===== src/rtl/efp_pkg.sv =====
// efp_pkg: shared types and constants of the encoder frame parser
// used by efp_capture and encoder_frame_parser_core; no dependencies

package efp_pkg;

   // start mark, check value and counter limits
   localparam logic [7:0] MARK_FIRST  = 8'd255;
   localparam logic [7:0] MARK_SECOND = 8'd10;
   localparam logic [7:0] CHECK_VALUE = 8'd170;
   localparam int         SLOT_COUNT  = 9;
   localparam int         SLOT_BITS   = $clog2(SLOT_COUNT);

   typedef logic [5:0] pos_type;

   localparam pos_type POS_START = 6'd1;
   localparam pos_type POS_MAX   = 6'd31;
   localparam pos_type POS_RESET = 6'd63;

   // field positions inside a frame
   localparam pos_type POS_TIME_B3  = 6'd2;
   localparam pos_type POS_TIME_B2  = 6'd3;
   localparam pos_type POS_TIME_B1  = 6'd4;
   localparam pos_type POS_TIME_B0  = 6'd5;
   localparam pos_type POS_RIGHT_HI = 6'd8;
   localparam pos_type POS_RIGHT_LO = 6'd9;
   localparam pos_type POS_LEFT_HI  = 6'd10;
   localparam pos_type POS_LEFT_LO  = 6'd11;
   localparam pos_type POS_CHECK    = 6'd16;

   // slot of each field byte
   localparam logic [SLOT_BITS-1:0] SLOT_TIME_B3  = 4'd0;
   localparam logic [SLOT_BITS-1:0] SLOT_TIME_B2  = 4'd1;
   localparam logic [SLOT_BITS-1:0] SLOT_TIME_B1  = 4'd2;
   localparam logic [SLOT_BITS-1:0] SLOT_TIME_B0  = 4'd3;
   localparam logic [SLOT_BITS-1:0] SLOT_RIGHT_HI = 4'd4;
   localparam logic [SLOT_BITS-1:0] SLOT_RIGHT_LO = 4'd5;
   localparam logic [SLOT_BITS-1:0] SLOT_LEFT_HI  = 4'd6;
   localparam logic [SLOT_BITS-1:0] SLOT_LEFT_LO  = 4'd7;
   localparam logic [SLOT_BITS-1:0] SLOT_CHECK    = 4'd8;

   typedef struct packed {
      logic                 hit;
      logic [SLOT_BITS-1:0] idx;
   } slot_type;

   // decoded frame handed from the capture logic to the result register
   typedef struct packed {
      logic        hit;
      logic [31:0] frame_time;
      logic [15:0] enc_first;
      logic [15:0] enc_second;
   } frame_type;

   // map a position to its field slot
   function automatic slot_type slot_of(input pos_type pos);
      slot_type s;
      s.hit = 1'b1;
      s.idx = SLOT_TIME_B3;
      case (pos)
         POS_TIME_B3:  s.idx = SLOT_TIME_B3;
         POS_TIME_B2:  s.idx = SLOT_TIME_B2;
         POS_TIME_B1:  s.idx = SLOT_TIME_B1;
         POS_TIME_B0:  s.idx = SLOT_TIME_B0;
         POS_RIGHT_HI: s.idx = SLOT_RIGHT_HI;
         POS_RIGHT_LO: s.idx = SLOT_RIGHT_LO;
         POS_LEFT_HI:  s.idx = SLOT_LEFT_HI;
         POS_LEFT_LO:  s.idx = SLOT_LEFT_LO;
         POS_CHECK:    s.idx = SLOT_CHECK;
         default:      s.hit = 1'b0;
      endcase
      return s;
   endfunction

endpackage


===== src/rtl/efp_capture.sv =====
// efp_capture: start mark detection, position counter and field byte capture
// depends on efp_pkg

module efp_capture (
   input  logic                clock,
   input  logic                reset,
   input  logic                xfer,
   input  logic [7:0]          in_byte,
   output efp_pkg::frame_type  frame
);

   logic [7:0]                       prev_byte_ff;
   efp_pkg::pos_type                 pos_ff;
   efp_pkg::pos_type                 pos_in;
   logic [efp_pkg::SLOT_COUNT-1:0]   valid_ff;
   logic [7:0]                       bytes_ff [efp_pkg::SLOT_COUNT];
   logic                             is_mark;
   efp_pkg::slot_type                slot;

   // start mark and saturating position advance
   always_comb begin
      is_mark = (prev_byte_ff == efp_pkg::MARK_FIRST) && (in_byte == efp_pkg::MARK_SECOND);
      pos_in  = (pos_ff == efp_pkg::POS_MAX) ? pos_ff : pos_ff + 6'd1;
      slot    = efp_pkg::slot_of(pos_in);
   end

   // control state
   always_ff @(posedge clock) begin
      if (reset) begin
         prev_byte_ff <= '0;
         pos_ff       <= efp_pkg::POS_RESET;
         valid_ff     <= '0;
      end else if (xfer) begin
         prev_byte_ff <= in_byte;
         if (is_mark) begin
            pos_ff   <= efp_pkg::POS_START;
            valid_ff <= '0;
         end else begin
            pos_ff <= pos_in;
            if (slot.hit) begin
               valid_ff[slot.idx] <= 1'b1;
            end
         end
      end
   end

   // field bytes, gated by valid_ff so no reset needed
   always_ff @(posedge clock) begin
      if (xfer && !is_mark && slot.hit) begin
         bytes_ff[slot.idx] <= in_byte;
      end
   end

   // frame completes on a start mark with all fields and a good check byte
   always_comb begin
      frame.hit        = xfer && is_mark && (&valid_ff)
                         && (bytes_ff[efp_pkg::SLOT_CHECK] == efp_pkg::CHECK_VALUE);
      frame.frame_time = {bytes_ff[efp_pkg::SLOT_TIME_B3], bytes_ff[efp_pkg::SLOT_TIME_B2],
                          bytes_ff[efp_pkg::SLOT_TIME_B1], bytes_ff[efp_pkg::SLOT_TIME_B0]};
      frame.enc_first  = {bytes_ff[efp_pkg::SLOT_RIGHT_HI], bytes_ff[efp_pkg::SLOT_RIGHT_LO]};
      frame.enc_second = {bytes_ff[efp_pkg::SLOT_LEFT_HI], bytes_ff[efp_pkg::SLOT_LEFT_LO]};
   end

endmodule


===== src/rtl/encoder_frame_parser_core.sv =====
// encoder_frame_parser_core: top level of the serial encoder frame parser
// result: a frame appears on rsp_ in the cycle after the transfer of its closing start mark
// throughput: one byte per cycle while req_stall is low, set by the single result register; req_stall is high
//   only while a result waits and rsp_stall is high
// reset: synchronous, active high; clears the previous byte, sets the position to 63 (wraps to 0 on the next byte),
//   clears all capture flags and empties the result register
// depends on efp_pkg and efp_capture

module encoder_frame_parser_core (
   input  logic        clock,
   input  logic        reset,
   input  logic        req_valid,
   output logic        req_stall,
   input  logic [7:0]  req_in_byte,
   output logic        rsp_valid,
   input  logic        rsp_stall,
   output logic [31:0] rsp_frame_time,
   output logic [15:0] rsp_enc_first,
   output logic [15:0] rsp_enc_second
);

   logic               rsp_valid_ff;
   logic [31:0]        frame_time_ff;
   logic [15:0]        enc_first_ff;
   logic [15:0]        enc_second_ff;
   logic               req_xfer;
   efp_pkg::frame_type frame;

   // input transfer whenever the result register is free or draining
   assign req_stall = rsp_valid_ff && rsp_stall;
   assign req_xfer  = req_valid && !req_stall;

   efp_capture u_capture (
      .clock   (clock),
      .reset   (reset),
      .xfer    (req_xfer),
      .in_byte (req_in_byte),
      .frame   (frame)
   );

   // result valid
   always_ff @(posedge clock) begin
      if (reset) begin
         rsp_valid_ff <= 1'b0;
      end else if (!req_stall) begin
         rsp_valid_ff <= frame.hit;
      end
   end

   // result payload
   always_ff @(posedge clock) begin
      if (frame.hit) begin
         frame_time_ff <= frame.frame_time;
         enc_first_ff  <= frame.enc_first;
         enc_second_ff <= frame.enc_second;
      end
   end

   assign rsp_valid      = rsp_valid_ff;
   assign rsp_frame_time = frame_time_ff;
   assign rsp_enc_first  = enc_first_ff;
   assign rsp_enc_second = enc_second_ff;

   // a new result only follows an input transfer
   a_rsp_from_req: assert property (@(posedge clock) disable iff (reset)
      $rose(rsp_valid_ff) |-> $past(req_xfer))
      else $error("result appeared without an input transfer");

   // an empty result register never holds off the input
   a_no_stall_empty: assert property (@(posedge clock) disable iff (reset)
      !rsp_valid_ff |-> !req_stall)
      else $error("input stalled while result register empty");

   // only the second byte of a start mark can close a frame
   a_mark_only: assert property (@(posedge clock) disable iff (reset)
      req_xfer && (req_in_byte != efp_pkg::MARK_SECOND) |=> !rsp_valid_ff)
      else $error("frame emitted on a byte that is not a start mark");

endmodule

===== config.mk =====
export PLATFORM = sky130hd
export DESIGN_NAME = encoder_frame_parser_core
export DESIGN_NICKNAME = d
export VERILOG_FILES = /design/src/rtl/efp_pkg.sv /design/src/rtl/efp_capture.sv /design/src/rtl/encoder_frame_parser_core.sv
export SDC_FILE = /design/constraint.sdc
export NUM_CORES = 1
export LEC_CHECK = 0
export BUFFER_PORTS_ARGS = -buffer_cell sky130_fd_sc_hd__buf_2
export CAP_MARGIN = 20
export CORE_MARGIN = 2
export CORE_UTILIZATION = 47
export DETAILED_ROUTE_END_ITERATION = 10
export PLACE_DENSITY_LB_ADDON = 0.08
export SYNTH_ARGS = -nofsm -noshare
export SYNTH_HDL_FRONTEND = slang
export SYNTH_SLANG_ARGS = --single-unit
export TNS_END_PERCENT = 100

===== constraint.sdc =====
create_clock -name clock -period 7 [get_ports clock]
set_input_delay 0.7 -clock clock [delete_from_list [all_inputs] [get_ports clock]]
set_output_delay 0.7 -clock clock [all_outputs]
set_load 0.005 [all_outputs]

==> run_results.csv, run 1 <==
group,metric,value,unit
synthesis,ys_types,47,
worst_setup_path,crit_type,"reg -> reg",
timing,fin_crit_sh,44.8,%
floorplan,fp.dieW,112,um
timing,hold_viol_final,0,
outcome,status,"completed",
drt,wl,10.1,mm
final_layout,final_nets,418,
clocking,cts_hold_buffers,0,
power_and_ir_drop,power_frac_seq,53.0,%
placed_design,dp_hpwl,6.43,mm
clocking,numCtsBuffers,17,
floorplan,initial_core_util,48.2,%
synthesis,synthFlopType,"edfxtp_1",
grt,grt_remaining_overflow,0,
power_and_ir_drop,clkPwrFrac,41.7,%
clocking,clock_latency,0.42,ns
synthesis,yosys_warnings,0,
synthesis,avgSynthCellArea,17.7,um2
timing,drv_slew,0,
synthesis,synth_compound_area_share,5.93,%
power_and_ir_drop,p_leak,0.00237,uW
synthesis,synthAdderAreaFrac,0.679,%
synthesis,synth_top_family_by_area,"simple AND/OR/NAND/NOR gates",
final_layout,area_growth,19.3,%
timing,skew,0.00634,ns
power_and_ir_drop,combPwrFrac,5.2,%
drt,viasPerCell,5.18,
power_and_ir_drop,peakVddDrop,0.000195,V
floorplan,row_count,39,
floorplan,core-area,11500,um2
synthesis,synth_edf_count,136,
final_layout,layout-drive-gt1-share,28.8,%
placed_design,portBuffers,77,
final_layout,utilization,57.5,%
floorplan,die_area,12600,um2
clocking,post-cts-setup-buffers,0,
grt,antenna_found_initial,0,
power_and_ir_drop,netSwitchingFraction,20.8,%
synthesis,async_reset_ff_share,0,%
clocking,clkSinkCount,160,
drt,dr_total_vias,2896,
drt,drt-initial-drc-count,217,
synthesis,netlist_area,5530,um2
worst_setup_path,start_kind,"register",
floorplan,io_pins,78,
timing,max_freq,319,MHz
drt,ant_nets,0,
power_and_ir_drop,internal_power,1570,uW
grt,grt_pass1_wl,15.8,mm
power_and_ir_drop,p_sw,414,uW
synthesis,synth_fp_nets,327,
clocking,clk_pin_slew,0.06,ns
worst_setup_path,ff2ff_setup_slack,3.87,ns
clocking,ctsResizeCount,0,
power_and_ir_drop,powerDensity,301,nW/um2
worst_setup_path,cp.required,7.04,ns
timing,tns,0,ns
synthesis,synth_mux_area_share,0,%
placed_design,gp_congestion,0.847,
grt,grt.total_usage,17.0,%
timing,rsz0062_at_grt,"false",
worst_setup_path,cp-end-kind,"register",
grt,grt_max_degree,51,
drt,dr.pass1.iters,4,
clocking,cts_tree,"done",
synthesis,synth_xor_area_share,0.792,%
synthesis,ys_seq_area_share,82.6,%
synthesis,yosys.area_share.simple,7.92,%
synthesis,synthCells,312,
timing,maxSlewHeadroom,39.8,%
timing,min_period,3.13,ns
grt,grt_pass1_vias,2871,
timing,finalSetupViolCount,0,
synthesis,synth-seq-cells,160,
drt,drcViolationCount,0,
final_layout,fill_cells,885,
clocking,clockRootBuffer,"clkbuf_16",
clocking,clock_path_buffers,2,
min_path,min_path_type,"reg -> reg",
drt,wl_per_cell,18.1,um
flow_run,cap_violations,0,
floorplan,die_y,112,um
clocking,h-tree-depth,4,
timing,worst_pin_slew,0.899,ns
final_layout,antenna_cells,0,
worst_setup_path,arrival,3.17,ns
worst_setup_path,crit_path_max_fanout,14,
worst max-delay path, stage by stage, from the launching register on:
cell,delay [ns]
dfxtp_1,0.54
ha_1,0.56
and3_1,0.31
nand3_1,0.12
o21ai_0,0.25
nand4_1,0.24
nor3b_2,0.75
layout by cell type, fill, tap and decap left out, drive strengths merged, types with 3 or more instances in the layout:
cell / netlist / final
a21oi: 19 / 19
o21bai: 3 / 3
edfxtp: 136 / 136
clkbuf: 7 / 21
nor3b: 3 / 3
buf: 4 / 84
ha: 3 / 3
and2: 3 / 3
nor3: 10 / 10
o21a: 10 / 10
dfxtp: 24 / 24
o21ai: 3 / 3
nand4: 6 / 6
a31oi: 3 / 3
inv: 6 / 6
clkinv: 0 / 8
xnor2: 4 / 4
nor2: 7 / 7
nand3: 5 / 5
nor2b: 4 / 4
nand2: 25 / 25
per-stage QoR:
stage | instances | setup slack [ns] | hold slack, ns | total power (uW) | instance area (um2)
2_1_floorplan | 312 | 0.717 | 0.400 | 1150 | 5530
3_3_place_gp | 527 | 3.93 | 0.401 | 1180 | 6060
3_5_place_dp | 527 | 3.79 | 0.405 | 1180 | 6060
4_1_cts | 559 | 3.87 | 0.414 | 2000 | 6600
5_1_grt | 559 | 3.59 | 0.422 | 2060 | 6600
6_report | 559 | 3.87 | 0.415 | 1990 | 6600
synthesized netlist by cell type, drive strengths merged, types with 2 or more instances:
cell / n / share of area [%]
nand3: 5 / 0.45
o21a: 10 / 1.4
nor2b: 4 / 0.45
dfxtp: 24 / 8.7
nand4b: 2 / 0.32
and4b: 2 / 0.36
o21bai: 3 / 0.41
nand2: 25 / 1.7
inv: 6 / 0.41
buf: 4 / 0.70
nand4: 6 / 0.68
nor4bb: 2 / 0.36
xnor2: 4 / 0.63
nor3: 10 / 0.91
ha: 3 / 0.68
clkbuf: 7 / 0.84
a31oi: 3 / 0.34
and2: 3 / 0.34
or3: 2 / 0.23
a21oi: 19 / 1.7
edfxtp: 136 / 74
o21ai: 3 / 0.27
nor2: 7 / 0.48
nor3b: 3 / 0.59
worst paths after layout:
check | depth (start not counted) | to | start
setup / recovery | 6 | u_capture.bytes_ff[1][3] | u_capture.pos_ff[0]
hold / removal | 0 | rsp_enc_second[0] | u_capture.bytes_ff[7][0]
setup reg to reg | 6 | u_capture.bytes_ff[1][3] | u_capture.pos_ff[0]
hold reg to reg | 0 | rsp_enc_second[0] | u_capture.bytes_ff[7][0]
registers in the layout, indices dropped and copies added, names as in the netlist:
signal                  flops
rsp_frame_time             32
rsp_enc_first              16
u_capture.bytes_ff         72
u_capture.valid_ff          9
rsp_valid                   1
u_capture.prev_byte_ff      8
rsp_enc_second             16
u_capture.pos_ff            6
power groups by stage:
stage          sequential, uW  clock, uW  combinational (uW)
2_1_floorplan            1060          0                90.2
3_3_place_gp             1070          0                 104
3_5_place_dp             1070          0                 103
4_1_cts                  1050        845                 104
5_1_grt                  1060        887                 116
6_report                 1050        829                 104
area by class of cell:
cell class	count	area (um2)	area share [%]
Clock inverter	11	91.3	1.38
Inverter	6	22.5	0.341
Clock buffer	21	450	6.83
Timing Repair Buffer	84	438	6.64
Sequential cell	160	4560	69.2
Tap cell	143	179	2.71
Multi-Input combinational cell	134	852	12.9
cells by family (layout without fill, tap and decap cells):
kind of cell / after synthesis / count (layout)
xor gates and xnor gates: 5 / 5
adders and majority gates: 3 / 3
AOI/OAI and AO/OA: 48 / 48
and+or+nand+nor: 78 / 78
buffers and inverters: 18 / 122
DFF: 160 / 160
layer usage:
layer / part of all wire (%) / track usage, % / vias to the layer above
li1: - / - / 1373
met1: 45 / 22.0 / 1428
met2: 48 / 26.5 / 79
met3: 4.7 / 5.29 / 16
met4: 2.5 / 7.89 / 0
met5: 0 / 0 / -
Power figures use the tool's default switching activity.
==> inputs of run 2 (changes only) <==
==> constraint.sdc (replaced) <==
create_clock -name clock -period 3 [get_ports clock]
set_input_delay 0.3 -clock clock [delete_from_list [all_inputs] [get_ports clock]]
set_output_delay 0.3 -clock clock [all_outputs]
set_load 0.005 [all_outputs]
==> run 2 against run 1 <==
Worst setup slack got worse by 3.4 ns. Global-route usage barely moved. Clock skew fell by 0.0014 ns. Combinational power rose by 140%. Critical path type unchanged. Critical endpoint is now u_capture.bytes_ff[2][3].
==> run_results.csv, run 2 (synthesis gave the netlist of run 1 again) <==
group,metric,value,unit
outcome,status,"completed",
grt,grtUsageMet3,4.97,%
drt,dr.pass1.iters,4,
grt,grt_pass1_vias,2903,
clocking,h-tree-depth,4,
timing,fin_crit_sh,85.3,%
timing,min_period,2.56,ns
final_layout,final_nets,426,
clocking,post-cts-setup-buffers,0,
placed_design,portBuffers,77,
worst_setup_path,r2r_cells,7,
worst_setup_path,cp.required,3.12,ns
clocking,clk_pin_slew,0.06,ns
timing,tns,0,ns
worst_setup_path,r2r_end,"u_capture.bytes_ff[2][3]",
worst_setup_path,ff2ff_setup_slack,0.44,ns
placed_design,dp_hpwl,6.32,mm
final_layout,area_growth,21.6,%
drt,viasPerCell,5.09,
clocking,clock_latency,0.41,ns
timing,finalSetupViolCount,0,
clocking,clkSinkCount,160,
final_layout,final_cell_mix,"136 x edfxtp_1, 77 x buf_2, 25 x nand2_1",
flow_run,cap_violations,0,
power_and_ir_drop,peakVddDrop,0.000475,V
worst_setup_path,rr_startpoint,"u_capture.pos_ff[0]",
worst_setup_path,start_kind,"register",
power_and_ir_drop,p_leak,0.00244,uW
final_layout,antenna_cells,0,
floorplan,io_pins,78,
grt,grt_max_degree,49,
floorplan,initial_core_util,48.2,%
timing,worst_pin_slew,0.665,ns
timing,maxSlewHeadroom,55.5,%
clocking,numCtsBuffers,17,
worst_setup_path,cp-end-kind,"register",
final_layout,layout-drive-gt1-share,30.9,%
worst_setup_path,arrival,2.68,ns
drt,wl,10.0,mm
final_layout,fill_cells,867,
floorplan,core-area,11500,um2
clocking,clock_path_buffers,2,
placed_design,gp_congestion,0.824,
worst_setup_path,crit_path_max_fanout,14,
drt,drcViolationCount,0,
final_layout,final_common_cell,"edfxtp_1",
drt,drt-initial-drc-count,201,
grt,antenna_found_initial,0,
floorplan,die_area,12600,um2
drt,wl_per_cell,17.7,um
timing,holdWs,0.255,ns
drt,dr_total_vias,2886,
timing,max_freq,391,MHz
final_layout,largest_reg_flops,72,
grt,met2_usage,27.8,%
min_path,holdPathEnd,"rsp_valid",
grt,grt_util_met1,21.4,%
floorplan,row_count,39,
clocking,cts_tree,"done",
timing,drv_slew,0,
min_path,worstHoldStart,"rsp_stall",
timing,rsz0062_at_grt,"false",
timing,hold_viol_final,0,
worst_setup_path,crit_type,"reg -> reg",
grt,grt.total_usage,17.0,%
clocking,cts_hold_buffers,0,
floorplan,die_y,112,um
grt,top_usage_layer,"met2",
final_layout,regMostFlops,"u_capture.bytes_ff",
power_and_ir_drop,powerDensity,715,nW/um2
grt,grt_remaining_overflow,0,
clocking,clockRootBuffer,"clkbuf_16",
min_path,min_path_type,"in -> reg",
timing,skew,0.00490,ns
drt,ant_nets,0,
grt,grt_pass1_wl,15.7,mm
floorplan,fp.dieW,112,um
min_path,hold_depth,4,
run 2: worst max path at each step:
stage	end	slack (ns)	start	cells after the start
floorplan	rsp_enc_first[0]	0.03	u_capture.prev_byte_ff[1]	3
global placement	u_capture.bytes_ff[3][2]	0.41	u_capture.pos_ff[0]	7
detailed placement	u_capture.bytes_ff[3][2]	0.32	u_capture.pos_ff[0]	7
CTS	u_capture.bytes_ff[2][6]	0.31	u_capture.pos_ff[0]	7
global route	u_capture.bytes_ff[2][6]	0.12	u_capture.pos_ff[0]	7
finish	u_capture.bytes_ff[2][3]	0.44	u_capture.pos_ff[0]	7
run 2: layout make-up:
type	count	area (um2)	area share, %
timing repair buffer	92	510	7.59
sequential	160	4560	67.9
inverter	6	22.5	0.335
clock inverter	12	141	2.10
tap	143	179	2.66
multi-input combinational	134	861	12.8
clock buffer	20	447	6.64
run 2: report_power, final:
group	switching, uW	internal (uW)
registers	33.8	2430
logic	152	97.8
clock network	781	1320
run 2: critical path, stage by stage (launching register included):
cell,delay (ns)
dfxtp_1,0.53
ha_2,0.42
and3_1,0.28
nand3_1,0.12
o21ai_0,0.22
nand4_1,0.23
nor3_1,0.25
buf_4,0.22
run 2: routing by layer:
metal / vias to the layer above / wire length, um
met3: 16 / 389
met5: - / 0
met2: 69 / 5030
met4: 0 / 201
met1: 1411 / 4410
li1: 1390 / -
run 2: metrics by stage:
stage / std cells / setup slack (ns) / total power (uW) / area, um2 / util, %
detailed placement: 535 / 0.320 / 2750 / 6130 / 53.5
global route: 567 / 0.117 / 4970 / 6730 / 58.6
finish: 567 / 0.442 / 4810 / 6730 / 58.6
floorplan: 312 / 0.0285 / 2690 / 5540 / -
global placement: 535 / 0.406 / 2750 / 6130 / 53.5
CTS: 567 / 0.310 / 4850 / 6720 / 58.6
run 2: what timing repair did:
item	4_1_cts	5_1_grt
endpoints found under the hold margin	0	0
setup endpoints to repair	0	8
gates resized for setup	0	1
==> inputs of run 3 (changes only) <==
--- a/config.mk
+++ b/config.mk
@@ -10,8 +10,9 @@
 export CORE_MARGIN = 2
 export CORE_UTILIZATION = 47
 export DETAILED_ROUTE_END_ITERATION = 10
-export PLACE_DENSITY_LB_ADDON = 0.08
+export PLACE_DENSITY_LB_ADDON = 0.05
 export SYNTH_ARGS = -nofsm -noshare
 export SYNTH_HDL_FRONTEND = slang
+export SYNTH_HIERARCHICAL = 1
 export SYNTH_SLANG_ARGS = --single-unit
 export TNS_END_PERCENT = 100
==> run 3 against run 2 <==
Via count increased by 5.1%. Sequential power hardly changed. Synthesized area is 2.0% higher. Critical path depth unchanged. Sequential share of layout area down 1.0 points. Sequential cell count unchanged. Critical endpoint is now u_capture/bytes_ff[0][2]. Highest routed layer unchanged.
==> run_results.csv, run 3 <==
group,metric,value,unit
timing,rsz0062_at_grt,"false",
worst_setup_path,worst-path-buf-inv,1,
worst_setup_path,crit_family,"compound AO/OA/AOI/OAI gates",
floorplan,io_pins,78,
timing,hold_viol_final,0,
grt,grt_max_degree,50,
final_layout,area_growth,21.1,%
synthesis,synth_common_cells,"136 x edfxtp_1, 25 x nor2_1, 24 x dfxtp_1",
clocking,h-tree-depth,4,
clocking,post-cts-setup-buffers,0,
final_layout,final_nets,438,
worst_setup_path,crit_path_max_fanout,10,
final_layout,largest_reg_flops,72,
synthesis,netlist_area,5640,um2
clocking,clock_path_buffers,2,
power_and_ir_drop,p_sw,1000,uW
floorplan,fp.dieW,114,um
final_layout,final_common_cell,"edfxtp_1",
worst_setup_path,crit_slowest_cell,"o21ai_0",
grt,grt_pass1_vias,2956,
power_and_ir_drop,p_leak,0.00246,uW
timing,fin_crit_sh,86.5,%
synthesis,synth_fp_nets,338,
worst_setup_path,crit_type,"reg -> reg",
placed_design,gp_congestion,0.849,
worst_setup_path,cp_cell_sequence,"ha_1 > nor2_1 > o21ai_0 > a22o_1 > nand2_1 > nor3_1 > buf_4",
floorplan,die_area,12900,um2
synthesis,ys_seq_area_share,80.9,%
power_and_ir_drop,internal_power,3740,uW
worst_setup_path,rr_startpoint,"u_capture/pos_ff[0]",
clocking,clkSinkCount,160,
final_layout,layout-drive-gt1-share,30.3,%
grt,grt.total_usage,16.9,%
timing,drv_slew,0,
synthesis,synthDominantCellAreaShare,72.4,%
floorplan,row_count,40,
synthesis,synthTopCellsByArea,"edfxtp_1 72%, dfxtp_1 8.5%, nor2_1 1.7%",
worst_setup_path,cp.required,3.12,ns
placed_design,portBuffers,77,
synthesis,synth_edf_count,136,
grt,grt_pass1_wl,16.0,mm
synthesis,ys_types,53,
final_layout,final_cell_mix,"136 x edfxtp_1, 77 x buf_2, 24 x nor2_1, 24 x dfxtp_1",
synthesis,synthFlopType,"edfxtp_1",
placed_design,dp_hpwl,6.54,mm
min_path,worstHoldStart,"rsp_stall",
clocking,numCtsBuffers,17,
outcome,status,"completed",
drt,viasPerCell,5.21,
synthesis,synthCells,323,
drt,drcViolationCount,0,
drt,dr.pass1.iters,4,
worst_setup_path,critPathLaunch,"u_capture/pos_ff[0]",
min_path,min_path_type,"in -> reg",
clocking,clockRootBuffer,"clkbuf_16",
timing,max_freq,385,MHz
power_and_ir_drop,power_frac_seq,51.9,%
grt,antenna_found_initial,0,
synthesis,async_reset_ff_share,0,%
timing,tns,0,ns
clocking,clock_latency,0.41,ns
timing,fin_ws,0.404,ns
timing,min_period,2.60,ns
power_and_ir_drop,powerDensity,694,nW/um2
synthesis,synth.largest_area_cell,"edfxtp_1",
clocking,cts_hold_buffers,0,
synthesis,synth-seq-cells,160,
clocking,cts_tree,"done",
flow_run,cap_violations,0,
final_layout,regMostFlops,"u_capture/bytes_ff",
placed_design,dp_slack,0.454,ns
drt,wl_per_cell,17.7,um
power_and_ir_drop,netSwitchingFraction,21.1,%
synthesis,yosys_warnings,6,
drt,ant_nets,0,
worst_setup_path,arrival,2.72,ns
floorplan,initial_core_util,47.5,%
power_and_ir_drop,combPwrFrac,5.9,%
final_layout,fill_cells,931,
floorplan,die_y,114,um
worst_setup_path,cp-end-kind,"register",
timing,worst_pin_slew,0.647,ns
drt,dr_total_vias,3034,
worst_setup_path,start_kind,"register",
synthesis,avgSynthCellArea,17.5,um2
timing,skew,0.00670,ns
clocking,ctsResizeCount,0,
timing,maxSlewHeadroom,56.9,%
clocking,clk_pin_slew,0.06,ns
drt,wl,10.3,mm
final_layout,antenna_cells,0,
timing,finalSetupViolCount,0,
drt,drt-initial-drc-count,232,
synthesis,yosysMostFrequentCell,"edfxtp_1",
power_and_ir_drop,peakVddDrop,0.000308,V
worst_setup_path,critPathMaxStageDelay,0.52,ns
power_and_ir_drop,clkPwrFrac,42.3,%
floorplan,core-area,11900,um2
grt,grt_remaining_overflow,0,
## run 3: stage by stage
step,hold WS (ns),instances,cell area [um2],power [uW],util [%]
2_1_floorplan,0.372,323,5650,2700,-
3_3_place_gp,0.402,551,6280,2780,52.9
3_5_place_dp,0.405,551,6280,2780,52.9
4_1_cts,0.122,582,6830,4780,57.6
5_1_grt,0.175,582,6830,4900,57.6
6_report,0.138,582,6830,4740,57.6
## run 3: routing by layer
layer	part of all wire, %	vias up	track usage, %
met5	0	-	0
met4	2.3	0	8.70
met3	6.2	21	5.15
met2	47	105	25.4
met1	45	1453	22.5
li1	-	1455	-
## run 3: layout make-up
cell class / instances / area [um2] / share of cell area [%]
Timing Repair Buffer: 94 / 526 / 7.70
Tap cell: 147 / 184 / 2.69
Inverter: 5 / 18.8 / 0.275
Sequential cell: 160 / 4560 / 66.8
Clock buffer: 18 / 429 / 6.28
Multi-Input combinational cell: 145 / 986 / 14.4
Clock inverter: 13 / 121 / 1.78
## run 3: cells by family after synthesis
group	share of synthesized area, %
and+or+nand+nor	7.99
DFF	80.9
adders and majority gates	0.666
muxes	1.42
xor gates and xnor gates	0.311
buffers and inverters	1.73
AOI/OAI and AO/OA	6.94
## run 3: power by group through the flow
stage / registers, uW / logic (uW) / clock network, uW
finish: 2460 / 278 / 2000
global route: 2460 / 310 / 2130
CTS: 2460 / 277 / 2040
detailed placement: 2500 / 275 / 0
global placement: 2500 / 276 / 0
floorplan: 2490 / 209 / 0
## run 3: worst paths after layout
| path | end | slack, ns | cells past startpoint |
|---|---|---|---|
| worst min-delay path | rsp_valid | 0.14 | 3 |
| worst min register to register | rsp_enc_second[3] | 0.42 | 0 |
| worst max-delay path | u_capture/bytes_ff[0][2] | 0.40 | 7 |
| worst max register to register | u_capture/bytes_ff[0][2] | 0.40 | 7 |
## run 3: tightest hold or removal path, stage by stage
cell and delay (ns):
buf_2 0.09, a21oi_1 0.06, nor2_1 0.07
